--- config.mk ---
export PLATFORM = sky130hd
export DESIGN_NAME = caster_friction_compensation_top
export DESIGN_NICKNAME = d
export VERILOG_FILES = /design/src/cfc_pkg.sv /design/src/cfc_ctrl.sv /design/src/cfc_datapath.sv /design/src/caster_friction_compensation_top.sv
export SDC_FILE = /design/constraint.sdc
export NUM_CORES = 2
export LEC_CHECK = 0
export BUFFER_PORTS_ARGS = -buffer_cell sky130_fd_sc_hd__buf_4
export CORE_MARGIN = 1.5
export CORE_UTILIZATION = 40
export CTS_BUF_LIST = sky130_fd_sc_hd__clkbuf_4 sky130_fd_sc_hd__clkbuf_8
export CTS_CLUSTER_SIZE = 8
export DETAILED_ROUTE_END_ITERATION = 6
export PLACE_DENSITY = 0.6
export SYNTH_ARGS = -nofsm -noshare
export SYNTH_HDL_FRONTEND = slang
export SYNTH_SLANG_ARGS = --single-unit
--- constraint.sdc ---
create_clock -name clk -period 26.2 [get_ports clk]
set_input_delay 2.62 -clock clk [delete_from_list [all_inputs] [get_ports clk]]
set_output_delay 2.62 -clock clk [all_outputs]
set_load 0.005 [all_outputs]
--- src/cfc_pkg.sv ---
// Shared types, constants and helpers for the caster friction compensation block.
package cfc_pkg;

  localparam int CASTERS    = 4;
  localparam int LAST_INDEX = CASTERS - 1;
  localparam int CFG_DATA_W = 31;
  localparam int CFG_IDX_W  = 3;

  localparam logic [15:0] COULOMB_RESET   = 16'd13107;
  localparam logic [15:0] VISCOUS_RESET   = 16'd6554;
  localparam logic [15:0] INV_ROLL_RESET  = 16'd2621;
  localparam logic [30:0] THRESH_RESET    = 31'd39322;
  localparam logic [30:0] INV_THR_RESET   = 31'd109227;
  localparam logic [16:0] RATIO_ONE       = 17'h1_0000;

  typedef enum logic [CFG_IDX_W-1:0] {
    CFG_COULOMB  = 3'd0,
    CFG_VISCOUS  = 3'd1,
    CFG_INV_ROLL = 3'd2,
    CFG_THRESH   = 3'd3,
    CFG_INV_THR  = 3'd4
  } cfg_reg_t;

  // Operand pair presented to the shared multiplier
  typedef enum logic [2:0] {
    MUL_ROLL,
    MUL_TORQ,
    MUL_COUL,
    MUL_VISC,
    MUL_STEER,
    MUL_COMP
  } mul_op_t;

  // Register loaded from the previous cycle's product
  typedef enum logic [2:0] {
    WB_NONE,
    WB_FRD,
    WB_RATIO,
    WB_B,
    WB_M,
    WB_RAW,
    WB_OUT
  } wb_t;

  typedef enum logic [3:0] {
    S_IDLE,
    S_ROLL,
    S_TORQ,
    S_COUL,
    S_VISC,
    S_M,
    S_STEER,
    S_RAW,
    S_COMP,
    S_OUT
  } state_t;

  typedef struct packed {
    logic    load_in;
    mul_op_t mul_op;
    wb_t     wb;
  } dp_cmd_t;

  // Clamp a signed 50-bit value into the 32-bit signed range
  function automatic logic signed [31:0] sat32(input logic signed [49:0] v);
    logic signed [31:0] r;
    if (v[49:31] == '0 || v[49:31] == '1) begin
      r = v[31:0];
    end else if (v[49]) begin
      r = 32'sh8000_0000;
    end else begin
      r = 32'sh7FFF_FFFF;
    end
    return r;
  endfunction

endpackage

--- src/cfc_ctrl.sv ---
// Sequencer for the caster friction compensation datapath.
module cfc_ctrl (
  input  logic             clk,
  input  logic             rst,
  input  logic             in_valid,
  output logic             in_ready,
  output logic             out_valid,
  input  logic             out_ready,
  output cfc_pkg::dp_cmd_t cmd
);
  import cfc_pkg::*;

  state_t state, state_next;
  logic   out_valid_next;

  always_ff @(posedge clk) begin
    if (rst) begin
      state     <= S_IDLE;
      out_valid <= 1'b0;
    end else begin
      state     <= state_next;
      out_valid <= out_valid_next;
    end
  end

  assign in_ready = (state == S_IDLE);

  always_comb begin
    state_next     = state;
    out_valid_next = out_valid && !out_ready;
    cmd.load_in    = 1'b0;
    cmd.mul_op     = MUL_ROLL;
    cmd.wb         = WB_NONE;
    unique case (state)
      S_IDLE: begin
        cmd.load_in = in_valid;
        if (in_valid) state_next = S_ROLL;
      end
      S_ROLL: begin
        cmd.mul_op = MUL_ROLL;
        state_next = S_TORQ;
      end
      S_TORQ: begin
        cmd.mul_op = MUL_TORQ;
        cmd.wb     = WB_FRD;
        state_next = S_COUL;
      end
      S_COUL: begin
        cmd.mul_op = MUL_COUL;
        cmd.wb     = WB_RATIO;
        state_next = S_VISC;
      end
      S_VISC: begin
        cmd.mul_op = MUL_VISC;
        cmd.wb     = WB_B;
        state_next = S_M;
      end
      S_M: begin
        cmd.mul_op = MUL_VISC;
        cmd.wb     = WB_M;
        state_next = S_STEER;
      end
      S_STEER: begin
        cmd.mul_op = MUL_STEER;
        state_next = S_RAW;
      end
      S_RAW: begin
        cmd.mul_op = MUL_STEER;
        cmd.wb     = WB_RAW;
        state_next = S_COMP;
      end
      S_COMP: begin
        cmd.mul_op = MUL_COMP;
        state_next = S_OUT;
      end
      S_OUT: begin
        // hold the product until the output register is free
        cmd.mul_op = MUL_COMP;
        if (!out_valid || out_ready) begin
          cmd.wb         = WB_OUT;
          out_valid_next = 1'b1;
          state_next     = S_IDLE;
        end
      end
      default: state_next = S_IDLE;
    endcase
  end

endmodule

--- src/cfc_datapath.sv ---
// Operand registers, shared multiplier, config registers and output register.
module cfc_datapath (
  input  logic                             clk,
  input  logic                             rst,
  input  cfc_pkg::dp_cmd_t                 cmd,
  input  logic                             cfg_we,
  input  logic [cfc_pkg::CFG_IDX_W-1:0]    cfg_index,
  input  logic [cfc_pkg::CFG_DATA_W-1:0]   cfg_data,
  input  logic [1:0]                       caster_index,
  input  logic signed [31:0]               steer_rate,
  input  logic signed [31:0]               roll_rate,
  input  logic signed [31:0]               commanded_torque,
  output logic signed [31:0]               compensation_torque,
  output logic signed [31:0]               running_total,
  output logic                             total_valid
);
  import cfc_pkg::*;

  logic [15:0] coulomb_coeff, viscous_coeff, inv_roll_rate_limit;
  logic [30:0] torque_threshold, inv_torque_threshold;

  logic [1:0]         idx;
  logic signed [31:0] steer;
  logic [31:0]        aroll, atq;
  logic signed [31:0] frd, b, m, raw, torque_sum;
  logic [16:0]        ratio;
  logic signed [65:0] prod;

  logic signed [32:0] a_op, b_op;
  logic signed [31:0] vis, comp, total;
  logic signed [31:0] frd_next, raw_next;
  logic [16:0]        ratio_next;
  logic               steer_pos, last;

  always_ff @(posedge clk) begin
    if (rst) begin
      coulomb_coeff        <= COULOMB_RESET;
      viscous_coeff        <= VISCOUS_RESET;
      inv_roll_rate_limit  <= INV_ROLL_RESET;
      torque_threshold     <= THRESH_RESET;
      inv_torque_threshold <= INV_THR_RESET;
    end else if (cfg_we) begin
      unique case (cfg_index)
        CFG_COULOMB:  coulomb_coeff        <= cfg_data[15:0];
        CFG_VISCOUS:  viscous_coeff        <= cfg_data[15:0];
        CFG_INV_ROLL: inv_roll_rate_limit  <= cfg_data[15:0];
        CFG_THRESH:   torque_threshold     <= cfg_data;
        CFG_INV_THR:  inv_torque_threshold <= cfg_data;
        default: ;
      endcase
    end
  end

  always_comb begin
    a_op = '0;
    b_op = '0;
    unique case (cmd.mul_op)
      MUL_ROLL: begin
        a_op = {1'b0, aroll};
        b_op = {17'b0, inv_roll_rate_limit};
      end
      MUL_TORQ: begin
        a_op = {1'b0, atq};
        b_op = {2'b0, inv_torque_threshold};
      end
      MUL_COUL: begin
        a_op = {17'b0, coulomb_coeff};
        b_op = {frd[31], frd};
      end
      MUL_VISC: begin
        a_op = {17'b0, viscous_coeff};
        b_op = {frd[31], frd};
      end
      MUL_STEER: begin
        a_op = {m[31], m};
        b_op = {steer[31], steer};
      end
      MUL_COMP: begin
        a_op = {raw[31], raw};
        b_op = {16'b0, ratio};
      end
      default: ;
    endcase
  end

  // Each product is registered and read in the next cycle through its right-shift slice
  assign frd_next  = 32'sh0001_0000 - $signed({1'b0, prod[46:16]});
  assign ratio_next = (atq >= {1'b0, torque_threshold}) ? RATIO_ONE :
                      (prod[62:16] > 47'd65536)         ? RATIO_ONE : prod[32:16];
  assign vis       = sat32(prod[65:16]);
  assign steer_pos = !steer[31] && (steer != '0);
  assign raw_next  = steer_pos ?
      sat32({{18{vis[31]}}, vis} + {{18{b[31]}}, b}) :
      sat32({{18{vis[31]}}, vis} - {{18{b[31]}}, b});
  assign comp      = prod[47:16];
  assign total     = sat32({{18{torque_sum[31]}}, torque_sum} + {{18{comp[31]}}, comp});
  assign last      = ({30'b0, idx} >= 32'(LAST_INDEX));

  always_ff @(posedge clk) begin
    prod <= a_op * b_op;
    if (cmd.load_in) begin
      idx   <= caster_index;
      steer <= steer_rate;
      aroll <= roll_rate[31] ? (~roll_rate + 32'd1) : roll_rate;
      atq   <= commanded_torque[31] ? (~commanded_torque + 32'd1) : commanded_torque;
    end
    case (cmd.wb)
      WB_FRD:   frd   <= frd_next;
      WB_RATIO: ratio <= ratio_next;
      WB_B:     b     <= prod[47:16];
      WB_M:     m     <= prod[47:16];
      WB_RAW:   raw   <= raw_next;
      WB_OUT: begin
        compensation_torque <= comp;
        running_total       <= total;
        total_valid         <= last;
      end
      default: ;
    endcase
  end

  always_ff @(posedge clk) begin
    if (rst) begin
      torque_sum <= '0;
    end else if (cmd.wb == WB_OUT) begin
      torque_sum <= last ? 32'sd0 : total;
    end
  end

endmodule

--- src/caster_friction_compensation_top.sv ---
// Top level of the caster friction compensation block.
//
//   channel  signals                                              direction
//   input    in_valid/in_ready, caster_index, steer_rate,         in
//            roll_rate, commanded_torque
//   output   out_valid/out_ready, compensation_torque,            out
//            running_total, total_valid
//   config   cfg_we, cfg_index, cfg_data                          in
//
// An item is accepted only while the sequencer is idle: one 33x33
// multiplier is shared by six products, each registered before use.
// The result sits in an output register; a new item is accepted while it waits,
// and the last step holds until that register has been taken.
// Reset restores the coefficient registers and clears the running sum.
module caster_friction_compensation_top (
  input  logic                             clk,
  input  logic                             rst,
  input  logic                             in_valid,
  output logic                             in_ready,
  input  logic [1:0]                       caster_index,
  input  logic signed [31:0]               steer_rate,
  input  logic signed [31:0]               roll_rate,
  input  logic signed [31:0]               commanded_torque,
  output logic                             out_valid,
  input  logic                             out_ready,
  output logic signed [31:0]               compensation_torque,
  output logic signed [31:0]               running_total,
  output logic                             total_valid,
  input  logic                             cfg_we,
  input  logic [cfc_pkg::CFG_IDX_W-1:0]    cfg_index,
  input  logic [cfc_pkg::CFG_DATA_W-1:0]   cfg_data
);
  import cfc_pkg::*;

  dp_cmd_t cmd;

  cfc_ctrl u_ctrl (
    .clk       (clk),
    .rst       (rst),
    .in_valid  (in_valid),
    .in_ready  (in_ready),
    .out_valid (out_valid),
    .out_ready (out_ready),
    .cmd       (cmd)
  );

  cfc_datapath u_dp (
    .clk                 (clk),
    .rst                 (rst),
    .cmd                 (cmd),
    .cfg_we              (cfg_we),
    .cfg_index           (cfg_index),
    .cfg_data            (cfg_data),
    .caster_index        (caster_index),
    .steer_rate          (steer_rate),
    .roll_rate           (roll_rate),
    .commanded_torque    (commanded_torque),
    .compensation_torque (compensation_torque),
    .running_total       (running_total),
    .total_valid         (total_valid)
  );

endmodule

* After elaboration in Yosys (flattened, before gate mapping) *
Index checks and enable logic that the tools add are counted.

storage, ports and cells
  flip-flop bits (word level) = 521
  bits of input ports = 137
  output and inout port bits = 67
  word-level logic and storage cells = 117

cells by class
  add/subtract/negate cells = 6
  multipliers = 1
  magnitude comparators = 3
  eq/ne operators = 30
  multiplexer cells = 23
  bitwise gates (word level) = 2
  reductions and logical operators = 29

operators with widths
  cell                    number
  $mux 32                 10
  $pmux 33 s6             1
  $pmux 33 s5             1
  $eq 19x19->1 const B    4
  $logic_not 19->1        4
  $add 32x32->33          2
  $mul 33x33->66          1
  $add 32x1->32 const B   2
  $not 32->32             2
  $mux 31                 2
  $gt 47x17->1 const B    1
  $pmux 4 s10             1
  $sub 32x32->33          1
  $ge 32x31->1            1
  $reduce_bool 32->1      1
  $sub 17x31->32 const A  1
  $eq 3x2->1 const B      6
  $eq 3x3->1 const B      6
  $pmux 3 s6              1
  $eq 4x3->1 const B      4
  $pmux 3 s5              1
  $reduce_and 2->1        6
  $reduce_or 2->1         5
  $eq 3x1->1 const B      3
  other kinds (14)        27

* Logic depth before layout (Yosys ltp) *
  depth in word-level cells = 8
  gate-level depth with buffers = 39
  gate-level depth less buffers = 33

* Cells and area by module *
Synthesis repeated with hierarchy kept, for this count alone.

unflattened totals
  cell total of the unflattened synthesis = 6850
  area total of the unflattened synthesis = 64076.5 µm²

modules (own cells, without submodules)
  module        instances  cells each  area an instance (µm²)  seq. area each (µm²)
  cfc_datapath  1          6805        63724.9                 13092.6
  cfc_ctrl      1          45          351.6                   100.1

* Worst setup path after synthesis *
No wires, ideal clock.

  kind = reg-to-reg
  start point = reg u_ctrl.state[0]
  end point = reg u_dp.prod[60]
  setup time = 0.072 ns
  arrival time = 10.011 ns
  required time = 26.128 ns
  setup slack = 16.117 ns
  cell stages (with the launch flop) = 33
  path buffers = 6
  clock period less this slack = 10.083 ns
  cell sequence = dfxtp_1 buf_2 nor4b_2 clkbuf_1 clkbuf_1 buf_1 a221o_1 clkbuf_1 nand2_1 fa_1 inv_1 fa_1 inv_1 fa_1 inv_1 fa_1 fa_1 fa_1 fa_1 inv_1 fa_1 inv_1 ha_1 clkbuf_1 nand2_1 or4b_2 or3_1 o21ai_0 or3_1 o21ai_2 o31ai_1 o21a_1 a2bb2oi_1

between the ends
  cells in the longest elaborated chain, start to end = 7
  elaborated cells between the ends (all ways) = 22
  classes of those cells = mul (1); eq/ne (13); mux (3); reduce/logical (5)

ends and longest elaborated chain
  element                                   line                 RTL
  start, declared                           cfc_ctrl.sv:13       state_t state, state_next;
  start signal, assigned                    cfc_ctrl.sv:21       state <= state_next;
  $eq 4x4->1 or $eq 4x3->1 (tied branches)  cfc_ctrl.sv:34       unique case (state)
  $reduce_or 2->1 (no line)                 n/a
  $pmux 3 s5 (*)                            cfc_ctrl.sv:34
  $eq 3x2->1                                cfc_datapath.sv:57   unique case (cmd.mul_op)
  $reduce_or 2->1 (no line)                 n/a
  $pmux 33 s5                               cfc_datapath.sv:57
  $mul 33x33->66 (*)                        cfc_datapath.sv:100  prod <= a_op * b_op;
  end signal, assigned                      cfc_datapath.sv:100
  end, declared                             cfc_datapath.sv:27   logic signed [65:0] prod;

Every way passes the cells marked *; elsewhere a longest branch is shown, timed or not.
A chain may end at the register's enable or synchronous reset.

* Worst setup path after layout *
  start point = reg u_ctrl.state[3]
  end point = reg u_dp.prod[59]

Same word-level chain as after synthesis.

==> key figures <==
Critical path
  • Worst reg2reg setup slack: 14.27 ns
  • Crit-path slowest cell: a221o_1
  • Worst path max stage delay: 1.06 ns
  • Most frequent CP cell: fa_1
  • Critical Path Source Type: flop
  • Setup crit end kind: flop
  • Capture point of the worst reg-to-reg path: u_dp.prod[59]
  • Reg2reg path depth: 30
  • Critical R2R Launch: u_ctrl.state[3]
  • Crit path max fanout: 67
  • WP data arrival: 12.64 ns
  • Worst setup path class: flop to flop
  • CP required: 26.91 ns

Logic synthesis
  • Mapped Area: 64100 um^2
  • Cell variety after synth: 90
  • Post-synth ARST share: 0%
  • Post-synthesis net count: 8556
  • Commonest cells post-synth: inv_1, fa_1, nand2_1, nor2_1, ha_1
  • Leading cell types by total area after synthesis: fa_1, edfxtp_1, inv_1, ha_1, dfxtp_1
  • Mapped Cells: 6928
  • Top-count cell post-synth: inv_1
  • Post-synth EDFFs: 308
  • Avg Inst Size Synth: 9.25 um^2
  • Yosys top cell area share: 35.9%
  • Leading area contributor after synthesis: fa_1
  • Post-synth top flop: edfxtp_1
  • Ys Warns: 0
  • Post-synthesis sequential area ratio: 20.6%
  • Yosys reg bits: 505

Final layout
  • Fraction of layout cells with a size suffix above 1: 8.66%
  • FF/Latch Area: 13200 um^2
  • Area growth from synthesis to layout: 9.83%
  • Nets: 8663
  • Finished Cell Area: 70400 um^2
  • Layout fillers: 15445
  • Final Util: 44.3%
  • Area of the multi-input gates: 45100 um^2

STA
  • Hold Vio Cnt, Final: 0
  • Skew final: 0.0717 ns
  • Period minus WS final: 11.93 ns
  • Crit share post-route: 45.6%
  • Rel. slew slack: 15.3%
  • Max Slew Vio Count: 0
  • Setup TNS: 0 ns
  • Maximum clock frequency: 83.8 MHz
  • RSZ-0062 raised after global routing: false
  • Final setup violation count: 0
  • Worst slew pin tran: 1.27 ns

Worst hold path
  • Min-Delay Path Class: flop to flop
  • Hold path endpoint: u_dp.coulomb_coeff[6]
  • WHS Path Cells: 2
  • Hold path start: u_dp.coulomb_coeff[6]

Placed design
  • Routability congestion estimate: 0.997
  • DP Area: 68300 um^2
  • Port Buffers: 203
  • Hpwl dp: 176 mm

CTS
  • Clk root buf: clkbuf_8
  • Max Root-Sink Buffers: 3
  • PostCTS Resize Cnt: 0
  • CTS Hold Buffers Added: 0
  • Clk Latency, worst-skew pair: 0.81 ns
  • CTS tree: built
  • H-tree Lvls: 3
  • Clock Pin Slew Worst Setup and Hold Paths: 0.06 ns
  • Cts bufs inserted: 94
  • CTS Sinks: 505
  • Post-CTS setup buffer count: 0

Global routing
  • Vias in the first global route: 53788
  • Global-route wire length before repair: 348 mm
  • Gr ovfl total: 0
  • Tot GR Track Use: 29.2%
  • Initial antenna violation count: 20
  • Largest net degree at the start of global routing: 75

Route
  • Vias per cell: 5.60
  • DR vias: 51522
  • Routed length per instance: 25.5 um
  • Final ANT Viol Nets: 0
  • Drt total wl: 234 mm
  • Detailed Route Iter0 Violations: 5499
  • DR DRC count: 0
  • Initial DRT Pass Iterations: 7

Die
  • Chip Width: 403 um
  • Io pins: 204
  • Area of the die: 163000 um^2
  • Row count: 146
  • Initial core utilization: 40.4%
  • Area of the core: 159000 um^2
  • Die H: 403 um

Job
  • Max-cap viol count: 0

Status
  • Status: completed
## state kept, by name (all words and copies together) (netlist names), 16 cells and up
register and flops:
u_dp.prod 50, u_dp.aroll 32, u_dp.atq 32, u_dp.b 32, u_dp.compensation_torque 32, u_dp.frd 32, u_dp.m 32, u_dp.raw 32
u_dp.running_total 32, u_dp.steer 32, u_dp.torque_sum 32, u_dp.inv_torque_threshold 31, u_dp.torque_threshold 31, u_dp.ratio 17, u_dp.coulomb_coeff 16, u_dp.inv_roll_rate_limit 16
u_dp.viscous_coeff 16
## cells in the final DEF, fill, tap and decap left out, drive strengths merged, types with 36 or more instances in the layout
| cell | synthesis | final |
|---|---|---|
| buf | 31 | 363 |
| inv | 1266 | 1272 |
| nand4 | 42 | 42 |
| clkinv | 1 | 38 |
| a21o | 77 | 77 |
| xor2 | 55 | 55 |
| nor3 | 36 | 36 |
| nand3 | 69 | 69 |
| xnor2 | 175 | 175 |
| ha | 343 | 343 |
| clkbuf | 321 | 126 |
| fa | 1148 | 1148 |
| o21ai | 155 | 155 |
| a22o | 38 | 38 |
| nand2 | 965 | 965 |
| nor2 | 734 | 734 |
| dfxtp | 197 | 197 |
| nand2b | 80 | 80 |
| edfxtp | 308 | 308 |
| a21oi | 328 | 328 |
## area by class of cell
cell class,instances,area share (%)
multi-input combinational,4804,64.0
sequential,505,18.8
inverter,1267,6.76
timing repair buffer,363,3.87
tap,2072,3.68
clock buffer,126,2.26
clock inverter,50,0.604
antenna,6,0.0213
## worst max-delay path, delay by kind of cell, from the launching register on
kind	cells	cell delay, ns
and+or+nand+nor	8	2.61
AOI/OAI and AO/OA	7	2.96
adders and majority gates	9	4.65
buffers and inverters	6	0.96
DFF	1	0.62
## how the worst max path moves through the flow
stage | depth (start not counted) | end | start
after detailed placement | 28 | u_dp.prod[60] | u_ctrl.state[3]
after floorplan | 32 | u_dp.prod[60] | u_ctrl.state[0]
final | 30 | u_dp.prod[59] | u_ctrl.state[3]
after CTS | 28 | u_dp.prod[60] | u_ctrl.state[3]
after global routing | 30 | u_dp.prod[60] | u_ctrl.state[3]
after global placement | 30 | u_dp.prod[60] | u_ctrl.state[3]
## cells by family after synthesis
family                     count (synthesis)  share of synthesized area [%]
xor gates and xnor gates                 230                           3.14
adders and majority gates               1491                           42.6
muxes                                     20                          0.320
AOI/OAI and AO/OA                        929                           9.60
DFF                                      505                           20.6
and+or+nand+nor                         2134                           14.3
buffers and inverters                   1619                           9.52
## metrics by stage
| stage | worst slack [ns] | hold slack (ns) | cells |
|---|---|---|---|
| after floorplan | 16.12 | 0.432 | 6928 |
| after global placement | 14.59 | 0.441 | 9011 |
| after detailed placement | 14.46 | 0.447 | 9011 |
| after CTS | 14.42 | 0.456 | 9187 |
| after global routing | 13.73 | 0.468 | 9190 |
| final | 14.27 | 0.457 | 9193 |
## metal layers
metal | global-route usage [%] | vias up | routed length (um)
met1 | 36.2 | 26054 | 87300
li1 | - | 21980 | -
met4 | 17.5 | 4 | 16600
met2 | 45.6 | 2766 | 104000
met5 | 0.208 | - | 59
met3 | 7.68 | 718 | 25700
Power is not shown: default switching activity piles up to over one toggle a cycle in this logic, so the estimate is an artifact.
